### config.mk
export PLATFORM = sky130hd
export DESIGN_NAME = bit_and_byte_stream_packer_flat
export DESIGN_NICKNAME = d
export VERILOG_FILES = /design/src/sv/bsp_pkg.sv /design/src/sv/bsp_if.sv /design/src/sv/bsp_pack.sv /design/src/sv/bsp_obuf.sv /design/src/sv/bit_and_byte_stream_packer.sv /design/src/flat_wrapper.sv
export SDC_FILE = /design/constraint.sdc
export NUM_CORES = 1
export LEC_CHECK = 0
export CORE_MARGIN = 5
export CORE_UTILIZATION = 51
export DETAILED_ROUTE_END_ITERATION = 6
export DONT_BUFFER_PORTS = 1
export PLACE_DENSITY = 0.66
export SETUP_SLACK_MARGIN = 0.5
export SYNTH_ARGS = -nofsm -noshare
export SYNTH_HDL_FRONTEND = slang
export SYNTH_SLANG_ARGS = --single-unit
export TNS_END_PERCENT = 100
### constraint.sdc
create_clock -name clk -period 12.17 [get_ports clk]
set_clock_uncertainty 0.1 [all_clocks]
set_input_delay 1.8255 -clock clk [delete_from_list [all_inputs] [get_ports clk]]
set_output_delay 1.8255 -clock clk [all_outputs]
set_load 0.05 [all_outputs]
### src/sv/bsp_pkg.sv
// Package with the shared types and constants of the bit and byte stream packer.
package bsp_pkg;

  localparam int unsigned MAX_RES = 5;
  localparam logic [5:0] MAX_BITS = 6'd32;

  typedef enum logic [2:0] {
    OP_BITS  = 3'd0,
    OP_BYTE  = 3'd1,
    OP_SHORT = 3'd2,
    OP_INT   = 3'd3,
    OP_ALIGN = 3'd4
  } op_t;

  typedef struct packed {
    logic [2:0]  op;
    logic [31:0] value;
    logic [5:0]  bit_count;
  } item_t;

  // Outcome of one request: the bytes to send in stream order and the new state.
  typedef struct packed {
    logic [MAX_RES-1:0][7:0] bytes;
    logic [2:0]              count;
    logic [7:0]              partial;
    logic [2:0]              offset;
  } pack_res_t;

endpackage

### src/sv/bsp_if.sv
// Valid/ready channel interfaces for the request and result streams.
interface bsp_in_if;
  logic        valid;
  logic        ready;
  logic [2:0]  op;
  logic [31:0] value;
  logic [5:0]  bit_count;

  modport source (output valid, output op, output value, output bit_count, input ready);
  modport sink (input valid, input op, input value, input bit_count, output ready);
endinterface

interface bsp_out_if;
  logic       valid;
  logic       ready;
  logic [7:0] out_byte;
  logic       last;

  modport source (output valid, output out_byte, output last, input ready);
  modport sink (input valid, input out_byte, input last, output ready);
endinterface

### src/sv/bsp_pack.sv
// Combinational packer: turns one request and the current partial byte into output bytes.
module bsp_pack
  import bsp_pkg::*;
(
  input  item_t     item,
  input  logic [7:0] partial,
  input  logic [2:0] offset,
  output pack_res_t res
);

  logic [5:0]  nsat;
  logic [31:0] v_al;
  logic [39:0] w;
  logic [6:0]  total;
  logic [2:0]  nbytes;
  logic [4:0][7:0] wb;
  logic [4:0][7:0] lb;
  logic        pre;
  logic [2:0]  pre_cnt;

  always_comb begin
    nsat  = (item.bit_count > MAX_BITS) ? MAX_BITS : item.bit_count;
    v_al  = item.value << (MAX_BITS - nsat);
    // Stream window: the held bits first, then the new bits right behind them.
    w     = ({v_al, 8'h00} >> offset) | {partial, 32'h0};
    total = {4'b0, offset} + {1'b0, nsat};
    nbytes = total[5:3];
    for (int i = 0; i < 5; i++) begin
      wb[i] = w[39 - 8*i -: 8];
    end

    // Byte-oriented writes: the padded partial byte goes out ahead of the value.
    pre     = (offset != 3'd0);
    pre_cnt = {2'b0, pre};
    lb[0] = pre ? partial : item.value[7:0];
    for (int i = 1; i < 4; i++) begin
      lb[i] = pre ? item.value[8*(i-1) +: 8] : item.value[8*i +: 8];
    end
    lb[4] = pre ? item.value[31:24] : 8'h00;

    res.bytes   = lb;
    res.count   = 3'd0;
    res.partial = partial;
    res.offset  = offset;
    case (op_t'(item.op))
      OP_BITS: begin
        res.bytes   = wb;
        res.count   = nbytes;
        res.partial = wb[nbytes];
        res.offset  = total[2:0];
      end
      OP_BYTE: begin
        res.count   = pre_cnt + 3'd1;
        res.partial = 8'h00;
        res.offset  = 3'd0;
      end
      OP_SHORT: begin
        res.count   = pre_cnt + 3'd2;
        res.partial = 8'h00;
        res.offset  = 3'd0;
      end
      OP_INT: begin
        res.count   = pre_cnt + 3'd4;
        res.partial = 8'h00;
        res.offset  = 3'd0;
      end
      OP_ALIGN: begin
        res.count   = pre_cnt;
        res.partial = 8'h00;
        res.offset  = 3'd0;
      end
      default: begin
        res.count = 3'd0;
      end
    endcase
  end

endmodule

### src/sv/bsp_obuf.sv
// Output buffer that holds the bytes of one request and sends them one per cycle while out_if.ready is high.
module bsp_obuf
  import bsp_pkg::*;
(
  input  logic      clk,
  input  logic      rst_n,
  input  logic      load,
  input  pack_res_t res,
  output logic      can_load,
  bsp_out_if.source out_if
);

  logic [MAX_RES-1:0][7:0] bytes_r, bytes_nxt;
  logic [2:0]              cnt_r, cnt_nxt;
  logic                    pop;

  assign pop             = (cnt_r != 3'd0) && out_if.ready;
  assign can_load        = (cnt_r == 3'd0) || ((cnt_r == 3'd1) && out_if.ready);
  assign out_if.valid    = (cnt_r != 3'd0);
  assign out_if.out_byte = bytes_r[0];
  assign out_if.last     = (cnt_r == 3'd1);

  always_comb begin
    bytes_nxt = bytes_r;
    cnt_nxt   = cnt_r;
    if (load) begin
      bytes_nxt = res.bytes;
      cnt_nxt   = res.count;
    end else if (pop) begin
      bytes_nxt = {8'h00, bytes_r[MAX_RES-1:1]};
      cnt_nxt   = cnt_r - 3'd1;
    end
  end

  always_ff @(posedge clk) begin
    bytes_r <= bytes_nxt;
    if (!rst_n) begin
      cnt_r <= 3'd0;
    end else begin
      cnt_r <= cnt_nxt;
    end
  end

  a_cnt_range: assert property (@(posedge clk) disable iff (!rst_n)
    cnt_r <= 3'(MAX_RES)) else $error("byte count beyond buffer depth");

  a_no_overwrite: assert property (@(posedge clk) disable iff (!rst_n)
    load |-> (cnt_r == 3'd0 || (cnt_r == 3'd1 && pop)))
    else $error("buffer reloaded with bytes still pending");

  a_drain: assert property (@(posedge clk) disable iff (!rst_n)
    (pop && !load) |=> (cnt_r == $past(cnt_r) - 3'd1))
    else $error("byte count did not step down on a send");

endmodule

### src/sv/bit_and_byte_stream_packer.sv
// Top level of the MSB-first bit and byte stream packer.
//
// Requests arrive on in_if (op, value, bit_count) under a valid/ready handshake
// and the packed byte stream leaves on out_if, one byte per transfer, with last
// set on the final byte that a request produces. A request is taken into an
// input register; from there the packer works out all of its bytes and the
// new partial byte at once, and they are loaded into the output buffer once it
// can take them, so the first byte of a request is offered from the output
// buffer register, behind the input register.
// The output buffer sends one byte per cycle while out_if.ready is high. A
// request makes up to 4 bytes for a 32-bit write and 5 for an int write
// behind a partial byte; one that makes no bytes leaves the input register
// without loading the buffer. The next request's bytes are loaded in the same
// cycle that the last byte of the previous one is taken, so there are no gaps.
// Reset (rst_n low at a clock edge) empties both registers and clears the
// partial byte and bit offset. When the receiver holds out_if.ready low, the
// buffer holds its byte; the input register still takes one more request and
// then in_if.ready drops until the buffer can take that request's bytes.
// Requests that make no bytes update the partial byte even during a stall.
module bit_and_byte_stream_packer
  import bsp_pkg::*;
(
  input  logic      clk,
  input  logic      rst_n,
  bsp_in_if.sink    in_if,
  bsp_out_if.source out_if
);

  item_t      item_r;
  logic       in_vld_r;
  logic [7:0] partial_r;
  logic [2:0] offset_r;
  pack_res_t  res;
  logic       can_load;
  logic       adv;
  logic       load;

  // The packer sees the registered request and the stored partial byte.
  bsp_pack u_pack (
    .item    (item_r),
    .partial (partial_r),
    .offset  (offset_r),
    .res     (res)
  );

  // A request leaves the input register when its bytes fit into the buffer,
  // or at once when it makes no bytes at all.
  assign adv         = in_vld_r && ((res.count == 3'd0) || can_load);
  assign load        = adv && (res.count != 3'd0);
  assign in_if.ready = !in_vld_r || adv;

  bsp_obuf u_obuf (
    .clk      (clk),
    .rst_n    (rst_n),
    .load     (load),
    .res      (res),
    .can_load (can_load),
    .out_if   (out_if)
  );

  always_ff @(posedge clk) begin
    if (in_if.valid && in_if.ready) begin
      item_r.op        <= in_if.op;
      item_r.value     <= in_if.value;
      item_r.bit_count <= in_if.bit_count;
    end
    if (!rst_n) begin
      in_vld_r  <= 1'b0;
      partial_r <= 8'h00;
      offset_r  <= 3'd0;
    end else begin
      if (in_if.ready) begin
        in_vld_r <= in_if.valid;
      end
      if (adv) begin
        partial_r <= res.partial;
        offset_r  <= res.offset;
      end
    end
  end

endmodule
### src/flat_wrapper.sv
// flat-port wrapper written by rule: the top's interface ports become plain ports
module bit_and_byte_stream_packer_flat import bsp_pkg::*;
  (clk, rst_n, in_if_valid, in_if_op, in_if_value, in_if_bit_count, in_if_ready, out_if_valid, out_if_out_byte, out_if_last, out_if_ready);
  bsp_in_if in_if_i ();
  bsp_out_if out_if_i ();
  input  logic clk;
  input  logic rst_n;
  input wire logic [$bits(in_if_i.valid)-1:0] in_if_valid;
  input wire logic [$bits(in_if_i.op)-1:0] in_if_op;
  input wire logic [$bits(in_if_i.value)-1:0] in_if_value;
  input wire logic [$bits(in_if_i.bit_count)-1:0] in_if_bit_count;
  output wire logic [$bits(in_if_i.ready)-1:0] in_if_ready;
  output wire logic [$bits(out_if_i.valid)-1:0] out_if_valid;
  output wire logic [$bits(out_if_i.out_byte)-1:0] out_if_out_byte;
  output wire logic [$bits(out_if_i.last)-1:0] out_if_last;
  input wire logic [$bits(out_if_i.ready)-1:0] out_if_ready;
  assign in_if_i.valid = in_if_valid;
  assign in_if_i.op = in_if_op;
  assign in_if_i.value = in_if_value;
  assign in_if_i.bit_count = in_if_bit_count;
  assign in_if_ready = in_if_i.ready;
  assign out_if_valid = out_if_i.valid;
  assign out_if_out_byte = out_if_i.out_byte;
  assign out_if_last = out_if_i.last;
  assign out_if_i.ready = out_if_ready;
  bit_and_byte_stream_packer u_core (.clk(clk), .rst_n(rst_n), .in_if(in_if_i), .out_if(out_if_i));
endmodule
==> results.py <==
metrics = {
    "critical_path": {
        "cp.arrival_ps": 4700,
        "timing.critical_path.cells": "nor2b_4, buf_4, inv_2, nor2_1, fa_1, a21oi_1, or3_1, a21oi_1, buf_4, o32ai_1, a21oi_1, nand2_1",
        "worst_setup_path_start_kind": "flip-flop",
        "critical_path.endpoint_type": "output port",
        "most_common_cell_type_on_the_critical_path": "sky130_fd_sc_hd__a21oi_1",
        "worst-r2r-setup-slack_ps": 5930,
        "crit_fanout": 33,
        "critical_path.top_delay_family": "buffers and inverters",
        "buffer_and_inverter_count_on_the_worst_path": 3,
        "cp.required_ps": 10240,
        "crit_path_top_delay_cell": "sky130_fd_sc_hd__edfxtp_1",
        "max_stage_delay_ps": 980,
        "criticalPathCategory": "flip-flop to output port",
    },
    "final_layout": {
        "total_number_of_nets_in_the_final_design": 1015,
        "layout_commonest_cell": "sky130_fd_sc_hd__nand2_1",
        "area.growth.synth_to_final_pct": 3.14,
        "mostFrequentLayoutCells": "125 x sky130_fd_sc_hd__nand2_1, 81 x sky130_fd_sc_hd__edfxtp_1, 64 x sky130_fd_sc_hd__o21ai_0",
        "antennaDiodeCount": 0,
        "layout-drive-gt1-share_pct": 14.3,
    },
    "routing": {
        "detailedRoute.firstPassIterationCount": 7,
        "mean_routed_wirelength_per_cell_um": 28.9,
        "drc_errors": 1,
        "ant_nets": 0,
        "drt_iter0_drc": 1016,
        "via_per_inst": 7.43,
        "routed_via_count": 8896,
        "routed_wire_length_um": 34600,
    },
    "clocking": {
        "clk_root_buffer_cell": "sky130_fd_sc_hd__clkbuf_16",
        "tritoncts": "built",
        "holdBufCountCts": 0,
        "clkTransAtPathRegs_ps": 80,
        "cts-root-to-sink-buffers": 2,
        "tritoncts_num_sinks": 96,
        "h-tree-depth": 3,
        "cts-buffers-inserted": 9,
        "postCtsSetupBuffers": 0,
        "cts_resized": 0,
        "worst_skew_pair.late_latency_ps": 370,
    },
    "die": {
        "core_region_area_mm2": 0.0179,
        "dieArea_mm2": 0.0209,
        "placement_rows": 49,
        "die_w_um": 145,
        "die_h_um": 145,
        "io_pins": 56,
        "initial_utilization_pct": 51.6,
    },
    "yosys": {
        "asyncSetResetFlopFracSynth_pct": 0,
        "synth-edff-count": 81,
        "synthCells": 1034,
        "yosysTopAreaCell": "sky130_fd_sc_hd__edfxtp_1",
        "synth_top_cells_by_area": "sky130_fd_sc_hd__edfxtp_1 26%, sky130_fd_sc_hd__mux4_2 8.5%, sky130_fd_sc_hd__mux2i_1 6.8%",
        "postSynthNetCount": 1086,
        "synth_unique_cells": 91,
        "synth_warnings": 0,
        "synthDominantCellAreaShare_pct": 26.3,
        "mappedNetlistArea_mm2": 0.00924,
        "ys_ff_latch": 96,
        "sequential_to_total_area_share_from_yosys_stat_pct": 29.6,
        "yosys_most_used_dff": "sky130_fd_sc_hd__edfxtp_1",
        "avgSynthCellArea_um2": 8.93,
    },
    "timing": {
        "period_share_pct": 54.4,
        "worst_rel_slew_slack_pct": 28.1,
        "layout_min_cycle_time_ps": 6630,
        "rsz0062_at_grt": "no",
        "report.final.setup_viol": 0,
        "maxSlewViolCount": 0,
        "finalSetupTns_ps": 0,
        "worstMarginPinSlew_ps": 1080,
        "report.final.hold_viol_count": 0,
        "max_freq_mhz": 151,
    },
    "pwr": {
        "p_total_w": 0.00132,
        "static-leakage-power_nw": 3.45,
        "max-vdd-ir-drop_v": 0.0000959,
        "power.density_mw_per_mm2": 138,
    },
    "place": {
        "gp_congestion": 1.02,
        "place.detailed.hpwl_um": 24900,
        "place.port_buffers": 0,
    },
    "run_status": {
        "failing_checks": "design-rule violations",
        "run_status": "complete, but fails checks",
    },
    "global_route": {
        "wire_length_of_the_first_global_routing_pass_um": 51400,
        "grt_start_max_net_pins": 58,
        "grt_antenna_before_repair": 0,
        "grt-ovfl-total": 0,
        "grt_pass1_vias": 8110,
        "total_global_route_track_usage_pct": 33.1,
    },
    "flow_run": {
        "count_of_max_cap_constraint_violations": 0,
    },
    "min_path": {
        "hp-class": "flip-flop to flip-flop",
    },
}
==> Yosys cell counts, drive strengths merged, types with 17 or more instances <==
| library cell | instances |
|---|---|
| a21oi | 54 |
| mux2 | 27 |
| buf | 40 |
| edfxtp | 81 |
| a31oi | 20 |
| and2 | 18 |
| nor3 | 36 |
| clkbuf | 62 |
| nand3 | 40 |
| nand2 | 125 |
| nor2 | 65 |
| o22ai | 17 |
| o21ai | 70 |
| mux2i | 63 |
| mux4 | 36 |
==> final cells by class <==
cell class / count / area, um^2
Tap cell: 229 / 287
Timing Repair Buffer: 20 / 150
Clock buffer: 9 / 225
Inverter: 14 / 52.6
Sequential cell: 96 / 2730
Fill cell: 1678 / 8380
Multi-Input combinational cell: 822 / 6020
Clock inverter: 7 / 61.3
==> final timing paths <==
path,start,endpoint,cells after the start
hold / removal,u_core.u_obuf.cnt_r[0]$_SDFFE_PN0P_,u_core.u_obuf.cnt_r[0]$_SDFFE_PN0P_,1
setup reg to reg,u_core.item_r[5]$_DFFE_PP_,u_core.partial_r[0]$_SDFFE_PN0P_,13
hold reg to reg,u_core.u_obuf.cnt_r[0]$_SDFFE_PN0P_,u_core.u_obuf.cnt_r[0]$_SDFFE_PN0P_,1
setup / recovery,u_core.item_r[5]$_DFFE_PP_,in_if_ready,12
==> cells by family (layout without fill, tap and decap cells) <==
| logic type | after synthesis | after routing | share of synthesized area (%) |
|---|---|---|---|
| XOR/XNOR | 6 | 6 | 0.650 |
| buffers and inverters | 116 | 50 | 5.85 |
| AO/OA/AOI/OAI | 324 | 324 | 24.7 |
| multiplexers | 126 | 126 | 18.9 |
| flip-flops | 96 | 96 | 29.6 |
| AND/OR/NAND/NOR | 359 | 359 | 19.2 |
| adder cells (fa/ha/maj) | 7 | 7 | 1.03 |
==> where the power goes <==
group / internal (W) / total (W) / leakage [nW] / switching (W)
sequential: 0.000427 / 0.000495 / 0.906 / 0.0000683
clock: 0.000143 / 0.000288 / 0.142 / 0.000145
combinational: 0.000194 / 0.000534 / 2.40 / 0.000340
==> through the flow <==
| step | area, um^2 | setup slack [ps] | utilization, % | hold slack (ps) | std cells |
|---|---|---|---|---|---|
| finish | 9530 | 5540 | 53.2 | 398 | 1197 |
| global route | 9530 | 5300 | 53.2 | 425 | 1197 |
| CTS | 9530 | 5640 | 53.2 | 397 | 1197 |
| detailed placement | 9240 | 6040 | 51.6 | 378 | 1181 |
| global placement | 9240 | 6080 | 51.6 | 370 | 1181 |
| floorplan | 9240 | 6780 | - | 356 | 1034 |
==> state kept, by name, summed over array words and instances (netlist names) <==
| name | flops |
|---|---|
| u_core.in_vld_r | 1 |
| u_core.item_r | 41 |
| u_core.offset_r | 3 |
| u_core.partial_r | 8 |
| u_core.u_obuf.bytes_r | 32 |
| u_core.u_obuf.cnt_r | 3 |
| u_core.u_obuf.out_if.out_byte | 8 |
==> metal layers <==
metal	vias to the layer above	GRT usage (%)	wire length, um
met5	-	0	0
met4	0	15.9	2010
met3	131	7.08	3750
met2	623	48.9	14900
met1	4251	46.2	14000
li1	3891	-	-
Power figures use the tool's default switching activity.
